[config.mk]
export PLATFORM = sky130hd
export DESIGN_NAME = remote_command_byte_parser_flat
export DESIGN_NICKNAME = d
export VERILOG_FILES = /design/src/sv/rcbp_pkg.sv /design/src/sv/rcbp_chan_if.sv /design/src/sv/rcbp_packet.sv /design/src/sv/remote_command_byte_parser.sv /design/src/flat_wrapper.sv
export SDC_FILE = /design/constraint.sdc
export NUM_CORES = 1
export LEC_CHECK = 0
export ABC_CLOCK_PERIOD_IN_PS = 6450
export BUFFER_PORTS_ARGS = -buffer_cell sky130_fd_sc_hd__buf_2
export CAP_MARGIN = 20
export CORE_MARGIN = 10
export CORE_UTILIZATION = 38
export DETAILED_ROUTE_END_ITERATION = 12
export PLACE_DENSITY_LB_ADDON = 0.2
export SLEW_MARGIN = 10
export SYNTH_ARGS = -nofsm -noshare
export SYNTH_HDL_FRONTEND = slang
export SYNTH_SLANG_ARGS = --single-unit
[constraint.sdc]
create_clock -name clock -period 6.45 [get_ports clock]
set_input_delay 0 -clock clock [delete_from_list [all_inputs] [get_ports clock]]
set_output_delay 0 -clock clock [all_outputs]
set_load 0.1 [all_outputs]
[src/sv/rcbp_pkg.sv]
// ---------------------------------------------------------------------------
// Remote command byte parser package
// Character codes, payload types and the packet result record.
// ---------------------------------------------------------------------------
package rcbp_pkg;

   localparam int PACKET_DEPTH_DEFAULT = 50;

   localparam logic [7:0] CH_STEER      = 8'h4B;
   localparam logic [7:0] CH_JOY_A      = 8'h49;
   localparam logic [7:0] CH_JOY_B      = 8'h4A;
   localparam logic [7:0] CH_DIR_FIRST  = 8'h41;
   localparam logic [7:0] CH_DIR_LAST   = 8'h48;
   localparam logic [7:0] CH_DIR_FWD    = 8'h41;
   localparam logic [7:0] CH_DIR_BACK   = 8'h45;
   localparam logic [7:0] CH_SPIN_RIGHT = 8'h43;
   localparam logic [7:0] CH_SPIN_LEFT  = 8'h47;
   localparam logic [7:0] CH_RAW_LAST   = 8'h08;
   localparam logic [7:0] CH_FAST       = 8'h58;
   localparam logic [7:0] CH_SLOW       = 8'h59;
   localparam logic [7:0] CH_OPEN       = 8'h7B;
   localparam logic [7:0] CH_CLOSE      = 8'h7D;
   localparam logic [7:0] CH_REPORT     = 8'h50;
   localparam logic [7:0] CH_NOPARAM    = 8'h23;
   localparam logic [7:0] CH_ID_FIRST   = 8'h30;
   localparam logic [7:0] CH_ID_LAST    = 8'h37;
   localparam logic [7:0] CH_DIGIT_ZERO = 8'h30;

   localparam logic signed [7:0] SPEED_UP   = 8'sd100;
   localparam logic signed [7:0] SPEED_DOWN = -8'sd100;

   typedef struct packed {
      logic [7:0] rx_byte;
   } req_payload_type;

   typedef struct packed {
      logic               turn_mode;
      logic [3:0]         direction;
      logic               rotate_left;
      logic               rotate_right;
      logic signed [7:0]  speed_delta;
      logic               report_request;
      logic               param_valid;
      logic [2:0]         param_index;
      logic signed [31:0] param_value;
      logic               packet_overflow;
   } rsp_payload_type;

   typedef struct packed {
      logic               report_request;
      logic               param_valid;
      logic [2:0]         param_index;
      logic signed [31:0] param_value;
      logic               packet_overflow;
   } pkt_result_type;

endpackage

[src/sv/rcbp_chan_if.sv]
// ---------------------------------------------------------------------------
// Remote command byte parser channel
// Valid/ready channel carrying one payload word per transaction.
// ---------------------------------------------------------------------------
interface rcbp_chan_if #(
   parameter type payload_type = logic [7:0]
) ();
   logic        valid;
   logic        ready;
   payload_type payload;

   modport source (output valid, output payload, input ready);
   modport sink (input valid, input payload, output ready);
endinterface

[src/sv/rcbp_packet.sv]
// ---------------------------------------------------------------------------
// Remote command byte parser packet collector
// Tracks the brace-framed parameter packet and builds its decimal value.
// ---------------------------------------------------------------------------
module rcbp_packet #(
   parameter int PACKET_DEPTH = rcbp_pkg::PACKET_DEPTH_DEFAULT
) (
   input  logic                    clock,
   input  logic                    reset,
   input  logic                    step,
   input  logic [7:0]              rx_byte,
   output rcbp_pkg::pkt_result_type result
);
   localparam int CW = $clog2(PACKET_DEPTH + 1);

   logic               collecting_ff, collecting_in;
   logic [CW-1:0]      count_ff, count_in;
   logic [7:0]         id_ff, id_in;
   logic [7:0]         third_ff, third_in;
   logic signed [31:0] accum_ff, accum_in;
   logic               ovf_ff, ovf_in;

   logic               is_close;
   logic               in_packet;
   logic signed [35:0] acc_ext;
   logic signed [35:0] digit;
   logic signed [35:0] horner;
   logic signed [31:0] horner_sat;

   assign is_close  = (rx_byte == rcbp_pkg::CH_CLOSE);
   assign in_packet = collecting_ff | (rx_byte == rcbp_pkg::CH_OPEN);

   // Multiply by ten as two shifts, then add the digit and clamp to 32 bits.
   assign acc_ext = 36'(accum_ff);
   assign digit   = 36'($signed({1'b0, rx_byte})) - 36'($signed({1'b0, rcbp_pkg::CH_DIGIT_ZERO}));
   assign horner  = (acc_ext <<< 3) + (acc_ext <<< 1) + digit;

   always_comb begin
      if (horner[35:31] == 5'b00000 || horner[35:31] == 5'b11111) begin
         horner_sat = horner[31:0];
      end else if (horner[35]) begin
         horner_sat = {1'b1, 31'd0};
      end else begin
         horner_sat = {1'b0, {31{1'b1}}};
      end
   end

   always_comb begin
      result = '0;
      if (is_close) begin
         result.packet_overflow = ovf_ff;
         if (third_ff == rcbp_pkg::CH_REPORT) begin
            result.report_request = 1'b1;
         end else if (id_ff != rcbp_pkg::CH_NOPARAM && id_ff >= rcbp_pkg::CH_ID_FIRST &&
                      id_ff <= rcbp_pkg::CH_ID_LAST) begin
            result.param_valid = 1'b1;
            result.param_index = id_ff[2:0];
            result.param_value = accum_ff;
         end
      end
   end

   always_comb begin
      collecting_in = collecting_ff;
      count_in      = count_ff;
      id_in         = id_ff;
      third_in      = third_ff;
      accum_in      = accum_ff;
      ovf_in        = ovf_ff;
      if (step) begin
         if (is_close) begin
            collecting_in = 1'b0;
            count_in      = '0;
            id_in         = '0;
            third_in      = '0;
            accum_in      = '0;
            ovf_in        = 1'b0;
         end else if (in_packet) begin
            collecting_in = 1'b1;
            if (count_ff < CW'(PACKET_DEPTH)) begin
               if (count_ff == CW'(1)) id_in = rx_byte;
               if (count_ff == CW'(3)) third_in = rx_byte;
               if (count_ff >= CW'(3)) accum_in = horner_sat;
               count_in = count_ff + CW'(1);
            end else begin
               ovf_in = 1'b1;
            end
         end
      end
   end

   always_ff @(posedge clock) begin
      if (reset) begin
         collecting_ff <= 1'b0;
         count_ff      <= '0;
         id_ff         <= '0;
         third_ff      <= '0;
         accum_ff      <= '0;
         ovf_ff        <= 1'b0;
      end else begin
         collecting_ff <= collecting_in;
         count_ff      <= count_in;
         id_ff         <= id_in;
         third_ff      <= third_in;
         accum_ff      <= accum_in;
         ovf_ff        <= ovf_in;
      end
   end
endmodule

[src/sv/remote_command_byte_parser.sv]
// ---------------------------------------------------------------------------
// Remote command byte parser
// Decodes drive commands and brace-framed parameter packets, one byte each.
// ---------------------------------------------------------------------------
// Every accepted byte produces exactly one response transaction. A byte is
// held in an input register, decoded and folded into the packet value in a
// single pass, and the response sits in an output register. The response is
// offered from that output register after its byte moves on from the input
// register, and a new byte can be taken on every clock while the response
// side keeps up. Throughput is one byte per cycle while the response side
// keeps up, because the one multiply-by-ten-and-add step of the packet value,
// which lies between the byte register and the packet value register, is
// combinational. Packets longer than PACKET_DEPTH bytes keep their first
// PACKET_DEPTH bytes and report packet_overflow at the closing brace.
module remote_command_byte_parser #(
   parameter int PACKET_DEPTH = rcbp_pkg::PACKET_DEPTH_DEFAULT
) (
   input logic        clock,
   input logic        reset,
   rcbp_chan_if.sink   req_ch,
   rcbp_chan_if.source rsp_ch
);
   logic       byte_valid_ff, byte_valid_in;
   logic [7:0] byte_ff, byte_in;
   logic       steer_ff, steer_in;
   logic       spin_left_ff, spin_left_in;
   logic       spin_right_ff, spin_right_in;
   logic       rsp_valid_ff, rsp_valid_in;
   rcbp_pkg::rsp_payload_type rsp_data_ff, rsp_data_in;

   logic [3:0]         direction;
   logic signed [7:0]  speed_delta;
   logic               advance;
   logic               step;
   logic               req_take;
   rcbp_pkg::pkt_result_type pkt_result;

   assign advance  = !rsp_valid_ff || rsp_ch.ready;
   assign step     = byte_valid_ff && advance;
   assign req_ch.ready = !byte_valid_ff || advance;
   assign req_take = req_ch.valid && req_ch.ready;

   rcbp_packet #(
      .PACKET_DEPTH(PACKET_DEPTH)
   ) u_packet (
      .clock   (clock),
      .reset   (reset),
      .step    (step),
      .rx_byte (byte_ff),
      .result  (pkt_result)
   );

   // The mode byte takes effect before the same byte is decoded.
   always_comb begin
      steer_in      = steer_ff;
      spin_left_in  = spin_left_ff;
      spin_right_in = spin_right_ff;
      if (byte_ff == rcbp_pkg::CH_STEER) begin
         steer_in = 1'b1;
      end else if (byte_ff == rcbp_pkg::CH_JOY_A || byte_ff == rcbp_pkg::CH_JOY_B) begin
         steer_in = 1'b0;
      end
      direction = 4'd0;
      if (steer_in) begin
         spin_left_in  = (byte_ff == rcbp_pkg::CH_SPIN_LEFT);
         spin_right_in = (byte_ff == rcbp_pkg::CH_SPIN_RIGHT);
         if (byte_ff == rcbp_pkg::CH_DIR_FWD || byte_ff == rcbp_pkg::CH_DIR_BACK) begin
            direction = byte_ff[3:0];
         end
      end else begin
         if ((byte_ff >= rcbp_pkg::CH_DIR_FIRST && byte_ff <= rcbp_pkg::CH_DIR_LAST) ||
             byte_ff <= rcbp_pkg::CH_RAW_LAST) begin
            direction = byte_ff[3:0];
         end
      end
      if (!step) begin
         steer_in      = steer_ff;
         spin_left_in  = spin_left_ff;
         spin_right_in = spin_right_ff;
      end
   end

   always_comb begin
      speed_delta = 8'sd0;
      if (byte_ff == rcbp_pkg::CH_FAST) speed_delta = rcbp_pkg::SPEED_UP;
      if (byte_ff == rcbp_pkg::CH_SLOW) speed_delta = rcbp_pkg::SPEED_DOWN;
   end

   always_comb begin
      rsp_data_in                 = rsp_data_ff;
      rsp_data_in.turn_mode       = steer_in;
      rsp_data_in.direction       = direction;
      rsp_data_in.rotate_left     = spin_left_in;
      rsp_data_in.rotate_right    = spin_right_in;
      rsp_data_in.speed_delta     = speed_delta;
      rsp_data_in.report_request  = pkt_result.report_request;
      rsp_data_in.param_valid     = pkt_result.param_valid;
      rsp_data_in.param_index     = pkt_result.param_index;
      rsp_data_in.param_value     = pkt_result.param_value;
      rsp_data_in.packet_overflow = pkt_result.packet_overflow;
   end

   always_comb begin
      byte_in       = req_take ? req_ch.payload.rx_byte : byte_ff;
      byte_valid_in = req_take ? 1'b1 : (step ? 1'b0 : byte_valid_ff);
      rsp_valid_in  = step ? 1'b1 : (rsp_ch.ready ? 1'b0 : rsp_valid_ff);
   end

   always_ff @(posedge clock) begin
      if (reset) begin
         byte_valid_ff <= 1'b0;
         rsp_valid_ff  <= 1'b0;
         steer_ff      <= 1'b0;
         spin_left_ff  <= 1'b0;
         spin_right_ff <= 1'b0;
      end else begin
         byte_valid_ff <= byte_valid_in;
         rsp_valid_ff  <= rsp_valid_in;
         steer_ff      <= steer_in;
         spin_left_ff  <= spin_left_in;
         spin_right_ff <= spin_right_in;
      end
   end

   always_ff @(posedge clock) begin
      byte_ff <= byte_in;
      if (step) begin
         rsp_data_ff <= rsp_data_in;
      end
   end

   assign rsp_ch.valid   = rsp_valid_ff;
   assign rsp_ch.payload = rsp_data_ff;
endmodule

[src/flat_wrapper.sv]
// flat-port wrapper written by rule: the top's interface ports become plain ports
module remote_command_byte_parser_flat import rcbp_pkg::*;
#(
   parameter int PACKET_DEPTH = rcbp_pkg::PACKET_DEPTH_DEFAULT
)
  (clock, reset, req_ch_valid, req_ch_payload, req_ch_ready, rsp_ch_valid, rsp_ch_payload, rsp_ch_ready);
  rcbp_chan_if #(.payload_type(req_payload_type)) req_ch_i ();
  rcbp_chan_if #(.payload_type(rsp_payload_type)) rsp_ch_i ();
  input logic clock;
  input logic reset;
  input wire logic [$bits(req_ch_i.valid)-1:0] req_ch_valid;
  input wire logic [$bits(req_ch_i.payload)-1:0] req_ch_payload;
  output wire logic [$bits(req_ch_i.ready)-1:0] req_ch_ready;
  output wire logic [$bits(rsp_ch_i.valid)-1:0] rsp_ch_valid;
  output wire logic [$bits(rsp_ch_i.payload)-1:0] rsp_ch_payload;
  input wire logic [$bits(rsp_ch_i.ready)-1:0] rsp_ch_ready;
  assign req_ch_i.valid = req_ch_valid;
  assign req_ch_i.payload = req_ch_payload;
  assign req_ch_ready = req_ch_i.ready;
  assign rsp_ch_valid = rsp_ch_i.valid;
  assign rsp_ch_payload = rsp_ch_i.payload;
  assign rsp_ch_i.ready = rsp_ch_ready;
  remote_command_byte_parser #(.PACKET_DEPTH(PACKET_DEPTH)) u_core (.clock(clock), .reset(reset), .req_ch(req_ch_i), .rsp_ch(rsp_ch_i));
endmodule
==> flow_summary.yaml, run 1 <==
outcome:
  status: "complete, no violations"
layout:
  seq_area_mm2: 0.00290
  nFillCells: 1905
  drive_gt1_share_pct: 14.2
  final_area_mm2: 0.00867
  multi_input_area_mm2: 0.00430
  final_util_pct: 45.9
  final_cells: 1096
  n_antenna_cell: 0
  syn2layout_area_growth_pct: 17.3
  fin_nets: 908
worst_setup_path:
  path_class: "flip-flop to flip-flop"
  crit_start: "u_core.byte_ff[4]$_DFFE_PP_"
  arrival_ns: 5.55
  crit_path_start_kind: "flip-flop"
  rr_startpoint: "u_core.byte_ff[4]$_DFFE_PP_"
  required_ns: 6.71
  crit_fanout: 28
  end_kind: "flip-flop"
place:
  preCtsSetupSlack_ns: 1.19
  placedCellCount: 1053
  gp_congestion: 0.893
  hpwl_mm: 14.0
  dpl_cell_area_mm2: 0.00795
  numPortBuffers: 64
logic_synthesis:
  synth_area_leader_cell: "edfxtp_1"
  synth.area.top_cells: "edfxtp_1 (23%), dfxtp_1 (17%), fa_1 (8.7%), ha_1 (6.9%), and2_1 (4.1%)"
  syn_inst: 756
  synth_edf_count: 56
  synth_cell_type_count: 74
  synth.avg_cell_area_um2: 9.78
  synthArstFlopShare_pct: 0
  ys_ff_latch: 117
  synth_ff_type: "dfxtp_1"
  ys_seq_area_share_pct: 39.3
  syn_area_mm2: 0.00739
  yosys.area.top_type_share_pct: 22.7
  synth_warnings: 0
sta:
  setup_slack_ns: 1.16
  maxSlewHeadroom_pct: 32.7
  fin_skew_ns: 0.0126
  worst_pin_slew_ns: 1.01
  rsz0062_at_grt: "no"
  finalMaxSlewViolations: 0
  fin_crit_ns: 5.29
  tns_ns: 0
  whs_ns: 0.102
  period_share_pct: 82.0
  clock.fmax_mhz: 189
  hold_viol: 0
  finalSetupViolCount: 0
power:
  p_int_mw: 1.47
  peakVddDrop_mv: 0.184
  p_sw_uw: 577
  p_total_mw: 2.05
  combPwrFrac_pct: 12.5
  p_sw_share_pct: 28.2
  powerDensity_mw_per_mm2: 236
  p_leak_nw: 3.54
  power_frac_seq_pct: 39.5
  p_clk_share_pct: 48.0
clocking:
  cts_sinks: 117
  insertion_delay_ns: 0.43
  clk_pin_slew_ns: 0.06
  h-tree-depth: 4
  hold_buffers: 11
  cts_resized: 0
  cts_setup_buffers: 0
  cts_tree: "yes"
  clock_path_buffers: 2
  cts_made_buffers: 17
  clock-root-buffer: "clkbuf_16"
global_route:
  grt_start_max_net_pins: 49
  grt_pass1_vias: 5745
  grt_pass1_wl_mm: 31.4
  gr-total-overflow: 0
  grt.total_usage_pct: 15.0
  antenna_found_initial: 0
floorplan:
  die_area_mm2: 0.0254
  io_pins: 67
  die_w_um: 159
  start_util_pct: 39.1
  core-area_mm2: 0.0189
  die_h_um: 159
  rows: 50
worst_hold_path:
  holdCritPathClass: "input pin to flip-flop"
  min-delay-start: "reset"
routing:
  drt-initial-drc-count: 381
  drtPass1Iterations: 5
  wl_per_cell_um: 17.3
  vias: 5874
  drc: 0
  viasPerCell: 5.36
  antenna_left: 0
  wl_mm: 18.9
run:
  maxCapViolations: 0
==> logic make-up after synthesis <==
| family | count (synthesis) | synth area share, % |
|---|---|---|
| AND/OR/NAND/NOR | 269 | 18.9 |
| AO/OA/AOI/OAI | 206 | 18.4 |
| flip-flops | 117 | 39.3 |
| adder cells (fa/ha/maj) | 73 | 15.6 |
| buffers and inverters | 50 | 2.91 |
| XOR/XNOR | 33 | 3.91 |
| multiplexers | 7 | 0.965 |
| other | 1 | 0.0507 |
==> sequential cells by signal (all words and copies together), names as in the netlist <==
| name | flops |
|---|---|
| u_core.u_packet.third_ff | 8 |
| u_core.u_packet.ovf_ff | 1 |
| u_core.u_packet.count_ff | 6 |
| u_core.u_packet.accum_ff | 32 |
| u_core.spin_left_ff | 1 |
| u_core.steer_ff | 1 |
| u_core.byte_valid_ff | 1 |
| u_core.rsp_ch.valid | 1 |
| u_core.spin_right_ff | 1 |
| u_core.byte_ff | 8 |
| u_core.u_packet.id_ff | 8 |
| u_core.rsp_ch.payload | 48 |
| u_core.u_packet.collecting_ff | 1 |
==> critical path, cell delays in order, from the launching register on <==
cell and delay [ns]:
edfxtp_1 0.47, ha_1 0.31, nor3_4 0.12, buf_4 0.43
fa_1 0.51, ha_1 0.39, a21oi_1 0.30, nor3_1 0.09
o41ai_1 0.58, nand2_1 0.17, or3_1 0.43, nand4_1 0.17
nor2_1 0.09, nor2_1 0.80, a22oi_1 0.21
==> final timing paths <==
path	end	slack (ns)	cells past startpoint
worst max-delay path	u_core.u_packet.accum_ff[23]$_SDFFE_PP0P_	1.16	14
worst min-delay path	u_core.rsp_ch.valid$_SDFFE_PP0P_	0.10	2
worst max register to register	u_core.u_packet.accum_ff[23]$_SDFFE_PP0P_	1.16	14
worst min register to register	u_core.u_packet.ovf_ff$_SDFFE_PP0P_	0.47	2
==> area by class of cell <==
| cell class | instances | area share [%] |
|---|---|---|
| clock buffers | 18 | 5.07 |
| repair buffers | 80 | 5.40 |
| flip-flops and latches | 117 | 33.5 |
| multi-input cells | 590 | 49.6 |
| well taps | 260 | 3.75 |
| inverters | 17 | 0.736 |
| clock inverters | 14 | 2.01 |
==> layout by cell type, fill, tap and decap left out, types with 16 or more instances in the layout <==
cell type,count
and2_1,48
clkbuf_16,17
buf_2,64
a21oi_1,49
inv_1,16
nand2_1,67
ha_1,41
a22oi_1,27
dfxtp_1,61
nand3_1,21
o21ai_0,44
nor2_1,60
edfxtp_1,56
a31oi_1,17
fa_1,32
xnor2_1,18
==> layer usage <==
layer	track usage [%]	share of wire [%]
met2	22.0	44
met4	4.21	0.98
met5	0	0
met1	21.3	50
met3	3.72	4.7
==> cells in the mapped netlist (21+ instances only) <==
library cell and n:
nand2_1 67, dfxtp_1 61, nor2_1 60, edfxtp_1 56, a21oi_1 49, and2_1 48, o21ai_0 44, ha_1 41
fa_1 32, a22oi_1 27, clkbuf_1 21, nand3_1 21
==> power by group through the flow <==
stage | clock network, mW | logic, mW | registers (mW)
2_1_floorplan | 0 | 0.101 | 0.927
3_3_place_gp | 0 | 0.250 | 0.823
3_5_place_dp | 0 | 0.250 | 0.823
4_1_cts | 1.00 | 0.256 | 0.808
5_1_grt | 1.04 | 0.271 | 0.810
6_report | 0.983 | 0.255 | 0.807
Power figures use the tool's default switching activity.
==> inputs of run 2 (changes only) <==
--- a/config.mk
+++ b/config.mk
@@ -5,7 +5,7 @@
 export SDC_FILE = /design/constraint.sdc
 export NUM_CORES = 1
 export LEC_CHECK = 0
-export ABC_CLOCK_PERIOD_IN_PS = 6450
+export ABC_CLOCK_PERIOD_IN_PS = 5100
 export BUFFER_PORTS_ARGS = -buffer_cell sky130_fd_sc_hd__buf_2
 export CAP_MARGIN = 20
 export CORE_MARGIN = 10
==> constraint.sdc (replaced) <==
create_clock -name clock -period 5.1 [get_ports clock]
set_input_delay 0 -clock clock [delete_from_list [all_inputs] [get_ports clock]]
set_output_delay 0 -clock clock [all_outputs]
set_load 0.1 [all_outputs]
==> flow_summary.yaml, run 2 (synthesis results as in run 1) <==
place:
  gp_congestion: 0.896
  preCtsSetupSlack_ns: 0.225
  placedCellCount: 1063
  numPortBuffers: 64
  dpl_cell_area_mm2: 0.00803
  hpwl_mm: 14.4
power:
  p_leak_nw: 3.59
  powerDensity_mw_per_mm2: 293
  p_total_mw: 2.57
  peakVddDrop_mv: 0.220
clocking:
  insertion_delay_ns: 0.43
  h-tree-depth: 4
  cts_sinks: 117
  clock-root-buffer: "clkbuf_16"
  cts_made_buffers: 17
  clk_pin_slew_ns: 0.06
  cts_tree: "yes"
  clock_path_buffers: 2
routing:
  drtPass1Iterations: 6
  vias: 5983
  antenna_left: 0
  viasPerCell: 5.41
  drc: 0
  wl_per_cell_um: 17.5
  wl_mm: 19.3
  drt-initial-drc-count: 358
floorplan:
  start_util_pct: 39.1
  io_pins: 67
  core-area_mm2: 0.0189
  rows: 50
  die_area_mm2: 0.0254
  die_h_um: 159
  die_w_um: 159
sta:
  whs_ns: 0.119
  period_share_pct: 93.6
  finalSetupViolCount: 0
  tns_ns: 0
  setup_slack_ns: 0.325
  clock.fmax_mhz: 209
  fin_crit_ns: 4.77
  maxSlewHeadroom_pct: 36.4
  rsz0062_at_grt: "no"
  hold_viol: 0
  fin_skew_ns: 0.0118
  worst_pin_slew_ns: 0.947
  finalMaxSlewViolations: 0
global_route:
  grt_pass1_wl_mm: 31.5
  grt.total_usage_pct: 15.1
  met3_usage_pct: 3.61
  met1_usage_pct: 20.9
  grt-busiest-layer: "met2"
  antenna_found_initial: 0
  gr-total-overflow: 0
  grt_pass1_vias: 5845
  use_met2_pct: 23.1
  grt_start_max_net_pins: 49
worst_setup_path:
  crit_fanout: 28
  path_class: "flip-flop to flip-flop"
  end_kind: "flip-flop"
  crit_path_start_kind: "flip-flop"
  arrival_ns: 5.12
  required_ns: 5.44
layout:
  final_util_pct: 46.3
  n_antenna_cell: 0
  fin_nets: 918
  final_cells: 1106
  syn2layout_area_growth_pct: 18.4
  mostFrequentLayoutCell: "nand2_1"
  final_cell_mix: "nand2_1 (67), buf_2 (64), dfxtp_1 (61), nor2_1 (58), edfxtp_1 (56)"
  final_area_mm2: 0.00875
  largest_reg_flops: 48
  drive_gt1_share_pct: 15.5
run:
  maxCapViolations: 0
outcome:
  status: "complete, no violations"
worst_hold_path:
  holdCritPathClass: "input pin to flip-flop"
[run 2: cell types whose count changed in the layout (fill, tap and decap cells not counted), sizes merged]
cell / previous run / this run
buf: 69 / 79
inv: 20 / 24
bufinv: 3 / 1
clkinv: 7 / 5
clkbuf: 18 / 19
clkinvlp: 1 / 0
[run 2: path summary, 6_finish.rpt]
check | slack [ns] | endpoint | depth (start not counted) | from
hold reg to reg | 0.47 | u_core.u_packet.ovf_ff$_SDFFE_PP0P_ | 2 | u_core.u_packet.ovf_ff$_SDFFE_PP0P_
setup reg to reg | 0.33 | u_core.u_packet.accum_ff[7]$_SDFFE_PP0P_ | 15 | u_core.byte_ff[4]$_DFFE_PP_
hold / removal | 0.12 | u_core.rsp_ch.valid$_SDFFE_PP0P_ | 2 | reset
setup / recovery | 0.33 | u_core.u_packet.accum_ff[7]$_SDFFE_PP0P_ | 15 | u_core.byte_ff[4]$_DFFE_PP_
[run 2: report_power, final]
| group | switching, mW | leakage [nW] | internal (mW) | total (mW) |
|---|---|---|---|---|
| Combinational | 0.264 | 2.29 | 0.0709 | 0.335 |
| Clock | 0.486 | 0.296 | 0.727 | 1.21 |
| Sequential | 0.0104 | 0.997 | 1.01 | 1.02 |
| Total | 0.761 | 3.59 | 1.80 | 2.57 |
[run 2: per-layer routing]
metal / up-vias / share of wire [%]
met5: - / 0
met4: 0 / 1.4
met3: 22 / 5.2
met2: 134 / 45
met1: 2884 / 49
li1: 2943 / -
[run 2: cell type report]
type                       count  area, µm²
timing repair buffer          90        556
sequential                   117       2900
clock buffer                  19        464
fill                        1863      10100
multi-input combinational    590       4310
clock inverter                13        135
inverter                      17       63.8
tap                          260        325
[run 2: repair_timing]
| item | in CTS | in global routing |
|---|---|---|
| endpoints found under the hold margin | 10 | 0 |
| setup buffers | 0 | 0 |
| endpoints found under the setup margin | 0 | 21 |
| hold buffers | 11 | 0 |
| gates resized for setup | 0 | 4 |
[run 2: critical path, stage by stage (launching register included)]
cell and delay, ns:
edfxtp_1 0.48, ha_1 0.31, nor3_4 0.16, buf_12 0.25
fa_1 0.45, ha_1 0.40, a21oi_1 0.29, nand2_1 0.09
a221o_1 0.40, nor2_1 0.20, o221ai_1 0.18, or4_4 0.46
nor4_2 0.46, buf_4 0.23, o21ai_0 0.11, a31oi_1 0.19
==> inputs of run 3 (changes only) <==
--- a/config.mk
+++ b/config.mk
@@ -11,7 +11,10 @@
 export CORE_MARGIN = 10
 export CORE_UTILIZATION = 38
 export DETAILED_ROUTE_END_ITERATION = 12
+export GPL_ROUTABILITY_DRIVEN = 1
+export HOLD_SLACK_MARGIN = 0.06
 export PLACE_DENSITY_LB_ADDON = 0.2
+export RECOVER_POWER = 100
 export SLEW_MARGIN = 10
 export SYNTH_ARGS = -nofsm -noshare
 export SYNTH_HDL_FRONTEND = slang
==> flow_summary.yaml, run 3 (synthesis results as in run 1) <==
clocking:
  cts_sinks: 117
  clock_path_buffers: 2
  clk_pin_slew_ns: 0.06
  cts_setup_buffers: 0
  cts_made_buffers: 17
  h-tree-depth: 4
  cts_tree: "yes"
  insertion_delay_ns: 0.43
  clock-root-buffer: "clkbuf_16"
sta:
  finalSetupViolCount: 0
  period_share_pct: 94.1
  finalMaxSlewViolations: 49
  fin_skew_ns: 0.0101
  worst_pin_slew_ns: 2.73
  maxSlewHeadroom_pct: -81.9
  fin_crit_ns: 4.80
  hold_viol: 0
  clock.fmax_mhz: 208
  tns_ns: 0
  rsz0062_at_grt: "no"
worst_setup_path:
  end_kind: "flip-flop"
  slowest_delay_ns: 0.48
  critPathBufInv: 2
  crit_path_start_kind: "flip-flop"
  path_class: "flip-flop to flip-flop"
  cp_top_family: "simple AND/OR/NAND/NOR gates"
  crit_top_cell: "ha_1"
  critical-path-slowest-cell: "edfxtp_1"
  required_ns: 5.39
  crit_start: "u_core.byte_ff[4]$_DFFE_PP_"
  crit_chain: "ha_1 > nor3_4 > buf_12 > fa_1 > ha_1 > a21oi_1 > nand2_1 > a221o_1 > nor2_1 > o221ai_1 > or4_4 > or3_1 > o2bb2ai_2 > buf_2 > a31oi_1"
  arrival_ns: 5.09
  crit_fanout: 28
  rr_startpoint: "u_core.byte_ff[4]$_DFFE_PP_"
layout:
  drive_gt1_share_pct: 7.80
  final_cells: 1106
  n_antenna_cell: 0
  final_area_mm2: 0.00865
  largest_reg_flops: 48
  final_cell_mix: "nand2_1 (67), clkbuf_1 (62), dfxtp_1 (61), nor2_1 (58), edfxtp_1 (56)"
  seq_area_mm2: 0.00290
  mostFrequentLayoutCell: "nand2_1"
  fin_nets: 918
  syn2layout_area_growth_pct: 17.1
  multi_input_area_mm2: 0.00430
  nFillCells: 1885
routing:
  drc: 0
  drt-initial-drc-count: 375
  antenna_left: 0
  drtPass1Iterations: 5
  wl_per_cell_um: 17.5
  vias: 5956
  wl_mm: 19.3
  viasPerCell: 5.39
global_route:
  antenna_found_initial: 0
  grt_pass1_vias: 5845
  gr-total-overflow: 0
  grt_pass1_wl_mm: 31.5
  grt.total_usage_pct: 15.1
  grt_start_max_net_pins: 49
power:
  peakVddDrop_mv: 0.225
  p_leak_nw: 3.40
  powerDensity_mw_per_mm2: 296
floorplan:
  die_w_um: 159
  rows: 50
  start_util_pct: 39.1
  die_h_um: 159
  core-area_mm2: 0.0189
  io_pins: 67
  die_area_mm2: 0.0254
outcome:
  status: "finished, violations left"
  violations: "max-capacitance violations, max-slew violations"
worst_hold_path:
  min-delay-start: "reset"
  holdCritPathClass: "input pin to flip-flop"
place:
  numPortBuffers: 64
  dpl_cell_area_mm2: 0.00803
  placedCellCount: 1063
  gp_congestion: 0.896
  hpwl_mm: 14.4
run:
  maxCapViolations: 1
-- run 3: cell type report --
| class | count | area share (%) |
|---|---|---|
| Inverter | 17 | 0.737 |
| Clock inverter | 13 | 1.56 |
| Timing Repair Buffer | 90 | 5.35 |
| Tap cell | 260 | 3.76 |
| Multi-Input combinational cell | 590 | 49.7 |
| Sequential cell | 117 | 33.5 |
| Clock buffer | 19 | 5.36 |
-- run 3: report_power, final --
| group | internal (mW) | total [mW] | switching, mW |
|---|---|---|---|
| registers | 1.01 | 1.02 | 0.0108 |
| logic | 0.0634 | 0.328 | 0.264 |
| clock network | 0.727 | 1.21 | 0.485 |
| total | 1.80 | 2.56 | 0.760 |
-- run 3: metal layers --
layer,global-route usage (%),share of wire [%],vias up
li1,-,-,2942
met1,20.9,49,2853
met2,23.1,45,147
met3,3.61,5.2,14
met4,4.13,1.1,0
met5,0,0,-
-- run 3: final timing paths --
| kind | to | slack, ns | depth (start not counted) |
|---|---|---|---|
| worst max-delay path | u_core.u_packet.accum_ff[28]$_SDFFE_PP0P_ | 0.30 | 15 |
| worst min-delay path | u_core.u_packet.third_ff[1]$_SDFFE_PP0P_ | 0.12 | 2 |
| worst max register to register | u_core.u_packet.accum_ff[28]$_SDFFE_PP0P_ | 0.30 | 15 |
| worst min register to register | u_core.u_packet.ovf_ff$_SDFFE_PP0P_ | 0.48 | 2 |
-- run 3: timing repair --
item | 4_1_cts | 5_1_grt
endpoints found under the setup margin | 0 | 21
endpoints found under the hold margin | 10 | 0
resized for setup | 0 | 4
hold buffers | 11 | 0
-- run 3: stage by stage --
| step | hold WS (ns) | power (mW) | utilization [%] | setup WS [ns] |
|---|---|---|---|---|
| 6_report | 0.115 | 2.56 | 45.8 | 0.301 |
| 5_1_grt | 0.141 | 2.65 | 45.8 | 0.0119 |
| 4_1_cts | 0.107 | 2.59 | 46.3 | 0.205 |
| 3_5_place_dp | 0.179 | 1.37 | 42.5 | 0.225 |
| 3_3_place_gp | 0.179 | 1.37 | 42.5 | 0.399 |
| 2_1_floorplan | 0.0989 | 1.30 | - | 0.0491 |
